[config.mk]
export PLATFORM = sky130hd
export DESIGN_NAME = tpc_div_lane
export DESIGN_NICKNAME = d
export VERILOG_FILES = /design/src/rtl/tpc_pkg.sv /design/src/rtl/tpc_div_lane.sv
export SDC_FILE = /design/constraint.sdc
export NUM_CORES = 2
export LEC_CHECK = 0
export BUFFER_PORTS_ARGS = -buffer_cell sky130_fd_sc_hd__buf_4
export CAP_MARGIN = 20
export CORE_ASPECT_RATIO = 1.25
export CORE_MARGIN = 3
export CORE_UTILIZATION = 40
export DETAILED_ROUTE_END_ITERATION = 16
export GPL_TIMING_DRIVEN = 1
export SYNTH_ARGS = -nofsm -noshare
export SYNTH_HDL_FRONTEND = slang
export SYNTH_SLANG_ARGS = --single-unit
[constraint.sdc]
create_clock -name clk -period 6.75 [get_ports clk]
set_input_delay 1.6875 -clock clk [delete_from_list [all_inputs] [get_ports clk]]
set_output_delay 1.6875 -clock clk [all_outputs]
set_load 0.05 [all_outputs]
[src/rtl/tpc_pkg.sv]
package tpc_pkg;

    // Widths of the internal distance and division datapath.
    localparam int unsigned COORD_W = 32;
    localparam int unsigned PROD_W  = 64;
    localparam int unsigned DIST_W  = 67;
    localparam int unsigned REM_W   = 68;
    localparam int unsigned FRAC_W  = 16;

    // Pipeline depth: two distance stages, one classify/divider load stage,
    // one stage per quotient bit, then the interpolation multiply and add.
    localparam int unsigned DIV_STEPS = FRAC_W;
    localparam int unsigned LAT       = 2 + 1 + DIV_STEPS + 2;

    localparam logic signed [COORD_W-1:0] NORMAL_Z_RESET = 32'sd65536;

    typedef enum logic [1:0] {
        REG_NORMAL_X     = 2'd0,
        REG_NORMAL_Y     = 2'd1,
        REG_NORMAL_Z     = 2'd2,
        REG_PLANE_OFFSET = 2'd3
    } cfg_reg_t;

    typedef enum logic [1:0] {
        CASE_NONE = 2'd0,
        CASE_ONE  = 2'd1,
        CASE_TWO  = 2'd2,
        CASE_ALL  = 2'd3
    } clip_case_t;

    typedef struct packed {
        logic signed [COORD_W-1:0] x;
        logic signed [COORD_W-1:0] y;
        logic signed [COORD_W-1:0] z;
    } vec_t;

    typedef vec_t [2:0] tri_t;

    typedef struct packed {
        logic signed [COORD_W-1:0] nx;
        logic signed [COORD_W-1:0] ny;
        logic signed [COORD_W-1:0] nz;
        logic signed [COORD_W-1:0] d;
    } plane_t;

    typedef struct packed {
        tri_t         vert;
        logic [31:0]  colour;
        clip_case_t   kind;
        logic [1:0]   a0;
        logic [1:0]   b0;
        logic [1:0]   a1;
        logic [1:0]   b1;
    } ctx_t;

endpackage

[src/rtl/tpc_div_lane.sv]
module tpc_div_lane (
    input  logic                                  clk,
    input  logic                                  en,
    input  logic signed [tpc_pkg::DIST_W-1:0]     da,
    input  logic signed [tpc_pkg::DIST_W-1:0]     db,
    output logic [tpc_pkg::FRAC_W-1:0]            t
);
    import tpc_pkg::*;

    logic [REM_W-1:0]  r_reg   [0:DIV_STEPS];
    logic [REM_W-1:0]  den_reg [0:DIV_STEPS];
    logic [FRAC_W-1:0] t_reg   [0:DIV_STEPS];

    // Load stage: denominator da - db is positive since da >= 0 > db.
    always_ff @(posedge clk)
    begin
        if (en)
        begin
            r_reg[0]   <= {1'b0, da};
            den_reg[0] <= $unsigned($signed({da[DIST_W-1], da}) - $signed({db[DIST_W-1], db}));
            t_reg[0]   <= '0;
        end
    end

    // One restoring step per stage; the remainder always stays below den.
    for (genvar i = 0; i < DIV_STEPS; i++)
    begin : g_step
        logic [REM_W-1:0] r2;
        logic             ge;

        always_comb
        begin
            r2 = {r_reg[i][REM_W-2:0], 1'b0};
            ge = (r2 >= den_reg[i]);
        end

        always_ff @(posedge clk)
        begin
            if (en)
            begin
                r_reg[i+1]   <= ge ? (r2 - den_reg[i]) : r2;
                den_reg[i+1] <= den_reg[i];
                t_reg[i+1]   <= {t_reg[i][FRAC_W-2:0], ge};
            end
        end
    end

    assign t = t_reg[DIV_STEPS];

endmodule

==> out/qor.csv <==
metric,value,unit
outcome,finished clean,
grt_pass1_vias,109000,
cp_max_fo,37,
slew_headroom,0.0962,
dr_wl_met2,203000,um
largest_reg_flops,1088,
crit_path_end_kind,register,
synthDistinctLibCells,104,
max_freq,173,MHz
post-route-util,0.443,
rsz0062_at_grt,no,
grt_antenna_before_repair,5,
synth-main-ff-cell,edfxtp_1,
place_ws,0.944,ns
die_area,378000,sq um
core_area,369000,sq um
p_int,46700,uW
worst_pin_slew,1.34,ns
synthCells,14800,
synth_edf_count,2296,
syn-num-nets,16100,
drv_slew,0,
synth-seq-cells,2296,
pin_count,152,
cts_buffer_depth,4,
vdd_drop_max,0.273,mV
port_buffers,151,
rows,249,
min_path_type,register to register,
p_switching,32600,uW
wl_per_cell,19.3,um
crit_type,register to register,
critPathLaunchType,register,
cpMostUsedCell,o31a_1,
routed_wl,384000,um
hold_buffers,0,
cp_top_family,compound AO/OA/AOI/OAI gates,
top_layer,met4,
grt_pass1_wl,594000,um
cp_slowest_cell,a311oi_1,
cts_tree,yes,
syn_area_per_cell,10.0,sq um
start_util,0.402,
whs,0.403,ns
power.density,485,nW/um^2
gp_congestion,0.952,
placed_cell_area,155000,sq um
syn_area,148000,sq um
drive_gt1_frac,0.0765,
cts_made_buffers,273,
postCtsSetupBuffers,0,
final_antenna_net_count,0,
p_comb_frac,0.519,
clkLatencyLatePin,0.89,ns
fin_area,163000,sq um
cp.required,7.38,ns
cp_cell_sequence,ha_1 -> nor2b_1 -> o31a_1 -> o31a_1 -> o31a_1 -> o2bb2ai_1 -> a21oi_2 -> nor2_1 -> a311oi_1 -> o21bai_1 -> a211oi_1 -> or3_2 -> buf_4 -> mux2_2,
min_period,5.78,ns
maxCapViolations,0,
drc,0,
die_h,687,um
clock_sinks,2296,
fin_worst_skew,0.0390,ns
postLayoutSetupSlackWorst,0.970,ns
cts_root_buf,clkbuf_16,
ctsHtreeMaxLevel,5,
hold_viol_final,0,
seqPwrFrac,0.298,
async_flop_share,0,
finalSetupTns,0,ns
p_sw_frac,0.411,
first_pass_iters,6,
p_clk_frac,0.183,
dp_hpwl,306000,um
leakage,0.0682,uW
final_common_cell,edfxtp_1,
synth.yosys.seq_area_share,0.465,
post_cts_resized,0,
viasPerCell,5.33,
final_cell_mix,"edfxtp_1 (2296), a21oi_1 (1508), inv_1 (1443)",
syn2layout_area_growth,10.2,%
num_vias,106000,
die_x,551,um
fin_crit_sh,0.856,
yosys_warnings,0,
setup_violations,0,
critPathMaxStageDelay,0.91,ns
dr_wl_met3,9860,um
clk_pin_slew,0.06,ns
crit_buf_inv,1,
drt_iter0_markers,5555,
critPathArrivalTime,6.41,ns
nNetsFinal,16000,
met1Wirelength,142000,um
grt_max_degree,139,
overflow,0,
grtUsageTotal,0.198,
[layout make-up]
class | count | area, sq um
antenna | 13 | 32.5
clock buffer | 328 | 7230
clock inverter | 154 | 1520
fill | 35100 | 205000
inverter | 1445 | 5430
multi-input combinational | 10400 | 71600
sequential | 2296 | 68900
tap | 4894 | 6120
timing repair buffer | 279 | 2510
[synthesized netlist by cell type (34+ instances only)]
cell | n | area (sq um)
a211oi_1 | 74 | 556
a21boi_0 | 61 | 458
a21o_1 | 760 | 5710
a21oi_1 | 1508 | 7550
a221oi_1 | 34 | 298
a31oi_1 | 121 | 757
and2_1 | 70 | 438
and3_1 | 105 | 657
and4_1 | 38 | 333
buf_2 | 56 | 280
clkbuf_1 | 527 | 1980
edfxtp_1 | 2296 | 68900
ha_1 | 1154 | 14400
inv_1 | 1443 | 5420
mux2_2 | 312 | 3510
nand2_1 | 1183 | 4440
nand2b_1 | 124 | 776
nand3_1 | 199 | 996
nand4_1 | 356 | 2230
nor2_1 | 862 | 3240
nor2b_1 | 156 | 976
nor3_1 | 151 | 756
nor4_1 | 46 | 288
o211ai_1 | 64 | 480
o21a_1 | 149 | 1120
o21ai_0 | 1028 | 5140
o21ai_1 | 43 | 215
o21bai_1 | 205 | 1540
o31ai_1 | 78 | 586
or2_2 | 40 | 250
or3_1 | 50 | 313
xnor2_1 | 595 | 5210
xor2_1 | 392 | 3430
[kinds of logic after synthesis]
group | synth area share
XOR/XNOR | 0.0583
adder cells (fa/ha/maj) | 0.0995
buffers and inverters | 0.0535
flip-flops | 0.465
AND/OR/NAND/NOR | 0.110
AO/OA/AOI/OAI | 0.186
multiplexers | 0.0270
[final timing paths]
kind            startpoint             to  slack (ns)  depth (start not counted)
min reg2reg  t_reg[0][116]    t_reg[1][5]        0.40                          0
max reg2reg  r_reg[0][273]  r_reg[0][344]        0.97                         14
min          t_reg[0][116]    t_reg[1][5]        0.40                          0
max          r_reg[0][273]  r_reg[0][344]        0.97                         14
[worst register-to-register path: stages (launching register included)]
cell	delay [ns]
edfxtp_1	0.39
ha_1	0.37
nor2b_1	0.16
o31a_1	0.27
o31a_1	0.29
o31a_1	0.36
o2bb2ai_1	0.27
a21oi_2	0.31
nor2_1	0.12
a311oi_1	0.91
o21bai_1	0.13
a211oi_1	0.25
or3_2	0.73
buf_4	0.54
mux2_2	0.42
[per-layer routing]
metal | vias up | track usage
met3 | 946 | 0.0200
met5 | - | 0
met4 | 0 | 0.129
li1 | 53700 | -
met1 | 49100 | 0.200
met2 | 2011 | 0.380
[metrics by stage]
step                      power [uW]  instances
after CTS                      79700      19800
after floorplan                53600      14800
final                          79300      19900
after global routing           85200      19900
after detailed placement       64700      19400
after global placement         64800      19400
[power groups by stage]
stage               registers [uW]  clock network (uW)  logic (uW)
global placement             24000                   0       40800
global route                 24100               15600       45500
detailed placement           23900                   0       40900
floorplan                    22900                   0       30700
finish                       23600               14500       41100
CTS                          23600               15000       41100
(Power assumes the default switching activity.)
