## config.mk

```make
export PLATFORM = sky130hd
export DESIGN_NAME = tpc_cut_lane
export DESIGN_NICKNAME = d
export VERILOG_FILES = /design/src/rtl/tpc_pkg.sv /design/src/rtl/tpc_cut_lane.sv
export SDC_FILE = /design/constraint.sdc
export NUM_CORES = 2
export LEC_CHECK = 0
export BUFFER_PORTS_ARGS = -buffer_cell sky130_fd_sc_hd__buf_2
export CORE_ASPECT_RATIO = 1.25
export CORE_MARGIN = 2
export CORE_UTILIZATION = 42
export DETAILED_ROUTE_END_ITERATION = 10
export PLACE_DENSITY = 0.68
export SYNTH_ARGS = -nofsm -noshare
export SYNTH_HDL_FRONTEND = slang
export SYNTH_SLANG_ARGS = --single-unit
```

## constraint.sdc

```tcl
create_clock -name clk -period 26.5 [get_ports clk]
set_input_delay 2.65 -clock clk [delete_from_list [all_inputs] [get_ports clk]]
set_output_delay 2.65 -clock clk [all_outputs]
set_load 0.01 [all_outputs]
```

## src/rtl/tpc_pkg.sv

```systemverilog
package tpc_pkg;

    // Widths of the internal distance and division datapath.
    localparam int unsigned COORD_W = 32;
    localparam int unsigned PROD_W  = 64;
    localparam int unsigned DIST_W  = 67;
    localparam int unsigned REM_W   = 68;
    localparam int unsigned FRAC_W  = 16;

    // Pipeline depth: two distance stages, one classify/divider load stage,
    // one stage per quotient bit, then the interpolation multiply and add.
    localparam int unsigned DIV_STEPS = FRAC_W;
    localparam int unsigned LAT       = 2 + 1 + DIV_STEPS + 2;

    localparam logic signed [COORD_W-1:0] NORMAL_Z_RESET = 32'sd65536;

    typedef enum logic [1:0] {
        REG_NORMAL_X     = 2'd0,
        REG_NORMAL_Y     = 2'd1,
        REG_NORMAL_Z     = 2'd2,
        REG_PLANE_OFFSET = 2'd3
    } cfg_reg_t;

    typedef enum logic [1:0] {
        CASE_NONE = 2'd0,
        CASE_ONE  = 2'd1,
        CASE_TWO  = 2'd2,
        CASE_ALL  = 2'd3
    } clip_case_t;

    typedef struct packed {
        logic signed [COORD_W-1:0] x;
        logic signed [COORD_W-1:0] y;
        logic signed [COORD_W-1:0] z;
    } vec_t;

    typedef vec_t [2:0] tri_t;

    typedef struct packed {
        logic signed [COORD_W-1:0] nx;
        logic signed [COORD_W-1:0] ny;
        logic signed [COORD_W-1:0] nz;
        logic signed [COORD_W-1:0] d;
    } plane_t;

    typedef struct packed {
        tri_t         vert;
        logic [31:0]  colour;
        clip_case_t   kind;
        logic [1:0]   a0;
        logic [1:0]   b0;
        logic [1:0]   a1;
        logic [1:0]   b1;
    } ctx_t;

endpackage

```

## src/rtl/tpc_cut_lane.sv

```systemverilog
module tpc_cut_lane (
    input  logic                          clk,
    input  logic                          en,
    input  tpc_pkg::vec_t                 a,
    input  tpc_pkg::vec_t                 b,
    input  logic [tpc_pkg::FRAC_W-1:0]    t,
    output tpc_pkg::vec_t                 res
);
    import tpc_pkg::*;

    localparam int unsigned MUL_W = COORD_W + 1 + FRAC_W + 1;

    logic signed [MUL_W-1:0] prod_reg [3];
    vec_t                    a_reg;
    vec_t                    res_reg;
    logic signed [COORD_W:0] diff [3];

    always_comb
    begin
        diff[0] = $signed({b.x[COORD_W-1], b.x}) - $signed({a.x[COORD_W-1], a.x});
        diff[1] = $signed({b.y[COORD_W-1], b.y}) - $signed({a.y[COORD_W-1], a.y});
        diff[2] = $signed({b.z[COORD_W-1], b.z}) - $signed({a.z[COORD_W-1], a.z});
    end

    // Flooring the product is an arithmetic shift; the true result fits
    // 32 bits, so the low word of the sum is exact.
    always_ff @(posedge clk)
    begin
        if (en)
        begin
            for (int i = 0; i < 3; i++)
            begin
                prod_reg[i] <= MUL_W'(diff[i] * $signed({1'b0, t}));
            end
            a_reg       <= a;
            res_reg.x   <= a_reg.x + prod_reg[0][FRAC_W+COORD_W-1:FRAC_W];
            res_reg.y   <= a_reg.y + prod_reg[1][FRAC_W+COORD_W-1:FRAC_W];
            res_reg.z   <= a_reg.z + prod_reg[2][FRAC_W+COORD_W-1:FRAC_W];
        end
    end

    assign res = res_reg;

endmodule

```

==> reports/metrics.sh <==
STATUS='completed'
HOLD_BUFFERS=0
LAYOUT.CELLS.MOST_COMMON='sky130_fd_sc_hd__inv_1'
DRC=0
DR.MAX_LAYER_USED='met5'
POST_DRT_WL_PER_CELL_UM=18.14
ADDER_CELL_FRACTION_OF_SYNTH_AREA=0.5111
POSTSYNTH.ASYNCRESETSHARE=0
TIMING.HOLD.WORST.CLASS='flip-flop to flip-flop'
GRT_START_MAX_NET_PINS=80
SYNTH_FF_TYPE='sky130_fd_sc_hd__edfxtp_1'
WORST-SETUP-PATH-TYPE='primary input to flip-flop'
HP-START='a_reg[64]'
WORSTREGTOREGCELLS=14
ARRIVAL_TIME_OF_DATA_AT_THE_CRITICAL_PATH_ENDPOINT_NS=12.89
SYNTH-SEQ-AREA-SHARE=0.1233
TRITONCTS='done'
CRITICAL_PATH_START_TYPE='primary input'
WHS_PATH_DEPTH=1
SKEW_NS=0.03146
SYNTH_AREA_PER_CELL_UM2=9.333
INITIAL_ANTENNA_VIOLATION_COUNT=5
MAX_CAP_VIOLATIONS=0
DPL.HPWL_UM=136500
GLOBALROUTEOVERFLOWTOTAL=0
SYNTH-SIMPLE-AREA-SHARE=0.1497
POSTCTSRESIZEDCELLS=0
COUNT_OF_DIFFERENT_CELL_MASTERS_AFTER_SYNTHESIS=75
CLK_PATH_BUF_DEPTH=3
TOTALWIRELENGTH_UM=179400
CRITICAL-PATH-SLOWEST-CELL='sky130_fd_sc_hd__a2111oi_1'
DRIVE_GT1_FRAC=0.06918
SYNTH.NET_COUNT=9713
INITIALDRTVIOLATIONCOUNT=2523
PLACEMENTROWS=167
WORST_SLEW_MARGIN_REL=0.2058
ROUTED-VIA-COUNT=50746
TOTAL_CLOCK_SINKS=288
FINAL.MIN_CLOCK_PERIOD_NS=12.51
SYNTHTOLAYOUTAREAGROWTH_PCT=7.979
R2R_END='res[58]'
PATH_COMMON_CELL='sky130_fd_sc_hd__fa_1'
SETUP_TNS_NS=0
DIE-AREA_UM2=170300
POST-SYNTH-TOP-AREA-CELL='sky130_fd_sc_hd__fa_1'
SYNTH.AREA.TOP_CELLS='sky130_fd_sc_hd__fa_1, sky130_fd_sc_hd__edfxtp_1, sky130_fd_sc_hd__inv_1'
WORST-SLEW-PIN-TRANSITION_NS=1.185
DRT_PRE_ANTENNA_ITERS=7
DIE_EXTENT_IN_X_UM=369.6
GRT_UTIL_ALL_LAYERS=0.2161
MAX_CLOCK_FREQ_MHz=79.96
SYNTH_EDF_COUNT=288
FINAL-HOLD-VIOLATION-COUNT=0
CTS-HTREE-LEVELS=2
INITIAL_UTILIZATION=0.4229
MAXSLEWVIOLCOUNT=0
CP_DATA_REQUIRED_TIME_NS=26.89
TIMING.REG2REG.SETUP_SLACK_NS=22.42
NUMBER_OF_GLOBAL_ROUTE_VIAS_BEFORE_REPAIR=56176
CRIT-REG2REG-LAUNCH='a_reg[32]'
FP.COREAREA_UM2=165900
LAYOUT.NETS=9858
WORST_SKEW_PAIR_LATENCY_NS=0.64
SYNTHDOMINANTCELLAREASHARE=0.4155
COUNT_OF_BUFFERS_ADDED_BY_POST_CTS_TIMING_REPAIR_FOR_SETUP=0
CRITICAL_PATH.ENDPOINT_TYPE='flip-flop'
SYNTH-COMPOUND-AREA-SHARE=0.06288
DR_WL_MET3_UM=8782
VIAS_PER_CELL=5.132
GRT_FIRST_PASS_WIRELENGTH_UM=292200
PERIOD_SHARE=0.4719
MET2ROUTEDLENGTH_UM=96080
WORST-PATH-MAX-FANOUT=16
YS.WARNINGS.COUNT=0
WORSTHOLDENDPOINT='res[64]'
SYNTH_TOP_FAMILY_BY_AREA='adder cells'
DIE_HEIGHT_UM=460.9
CTS-BUFFERS-INSERTED=38
CELL_CHOSEN_FOR_THE_CLOCK_ROOT='sky130_fd_sc_hd__clkbuf_16'
PIN_COUNT=306
YOSYS_REGISTER_BITS=288
WIRELENGTH_MET1_UM=67470
LAYOUT_COMMON_CELLS='sky130_fd_sc_hd__inv_1, sky130_fd_sc_hd__fa_1, sky130_fd_sc_hd__nand2_1'
POST_SYNTH_INSTANCE_AREA_UM2=70160
SYNTHXORXNORAREAFRAC=0.03770
GLOBALPLACE.CONGESTION=0.8969
WORST_SETUP_HOLD_PATH_CLK_SLEW_NS=0.06
RSZ_0062_RAISED_AFTER_GLOBAL_ROUTING='false'
YOSYS-MUX-AREA-FRACTION=0.0004280
SYNTH_CELLS=7517
ANTENNA_LEFT=0
SETUP_VIOLATIONS=0
PLACEMENT.IO_BUFFERS=305
MAX_STAGE_DELAY_NS=1.00
## kinds of logic after synthesis
group           count (synthesis)
xor+xnor                      302
mux                             3
fa+ha+maj                    1994
simple gates                 2119
flops                         288
compound gates                669
buf+inv                      2142
## synth_stat cells (4+ instances only)
master / instances
sky130_fd_sc_hd__o31a_1: 9
sky130_fd_sc_hd__nand2_1: 885
sky130_fd_sc_hd__xor2_1: 86
sky130_fd_sc_hd__nand2b_1: 51
sky130_fd_sc_hd__o21ai_0: 114
sky130_fd_sc_hd__xnor2_1: 216
sky130_fd_sc_hd__a21oi_1: 202
sky130_fd_sc_hd__ha_1: 530
sky130_fd_sc_hd__nand3_1: 46
sky130_fd_sc_hd__o21bai_1: 17
sky130_fd_sc_hd__nand4_1: 21
sky130_fd_sc_hd__a21o_1: 106
sky130_fd_sc_hd__buf_2: 6
sky130_fd_sc_hd__a31oi_1: 13
sky130_fd_sc_hd__or2_2: 7
sky130_fd_sc_hd__a41o_1: 6
sky130_fd_sc_hd__nor3_1: 59
sky130_fd_sc_hd__a2111oi_0: 6
sky130_fd_sc_hd__or3_1: 15
sky130_fd_sc_hd__nor2_1: 181
sky130_fd_sc_hd__nor4_1: 4
sky130_fd_sc_hd__fa_1: 1456
sky130_fd_sc_hd__o211ai_1: 11
sky130_fd_sc_hd__a21boi_0: 15
sky130_fd_sc_hd__nor2b_1: 113
sky130_fd_sc_hd__and3_1: 16
sky130_fd_sc_hd__and4_1: 9
sky130_fd_sc_hd__o31ai_1: 11
sky130_fd_sc_hd__and2_1: 701
sky130_fd_sc_hd__maj3_1: 8
sky130_fd_sc_hd__a31o_2: 5
sky130_fd_sc_hd__a211oi_1: 23
sky130_fd_sc_hd__o21ai_1: 4
sky130_fd_sc_hd__clkbuf_1: 273
sky130_fd_sc_hd__a211o_1: 4
sky130_fd_sc_hd__inv_1: 1861
sky130_fd_sc_hd__edfxtp_1: 288
sky130_fd_sc_hd__o21a_1: 70
## critical path: cells and delay by family
kind	cells	cell delay (ns)
and+or+nand+nor	5	0.94
AOI/OAI and AO/OA	13	4.14
xor gates and xnor gates	2	0.89
adders and majority gates	9	3.99
buffers and inverters	4	0.26
## layout make-up
| class | instances | area (µm²) |
|---|---|---|
| Fill cell | 15778 | 90150 |
| Multi-Input combinational cell | 5087 | 53910 |
| Timing Repair Buffer | 386 | 2162 |
| Tap cell | 2197 | 2749 |
| Sequential cell | 288 | 8648 |
| Inverter | 1861 | 6985 |
| Clock buffer | 48 | 988.4 |
| Clock inverter | 20 | 307.8 |
| Antenna cell | 2 | 5.005 |
## metrics by stage
step	instances	instance area [µm²]	utilization	hold WS [ns]	setup slack [ns]
6_report	9889	75750	0.4566	0.5583	13.99
5_1_grt	9888	75750	0.4566	0.5838	13.52
4_1_cts	9887	75750	0.4566	0.5633	14.06
3_5_place_dp	9819	74450	0.4488	0.5465	13.43
3_3_place_gp	9819	74450	0.4488	0.5341	13.69
2_1_floorplan	7517	70160	-	0.5128	15.32
## metal layers
layer	vias up	track usage
met5	-	0
met4	2	0.08680
met3	440	0.02193
met2	1489	0.4054
met1	26082	0.2500
li1	22733	-
## how the worst max path moves through the flow
stage / startpoint / to / slack [ns] / cells after the start
floorplan: b[64] / prod_reg[0][47] / 15.32 / 34
global placement: a[64] / prod_reg[0][47] / 13.69 / 33
detailed placement: a[64] / prod_reg[0][47] / 13.43 / 33
CTS: a[64] / prod_reg[0][47] / 14.06 / 33
global route: a[64] / prod_reg[0][47] / 13.52 / 33
finish: a[64] / prod_reg[0][47] / 13.99 / 33
Power is not shown: default switching activity piles up to over one toggle a cycle in this logic, so the estimate is an artifact.
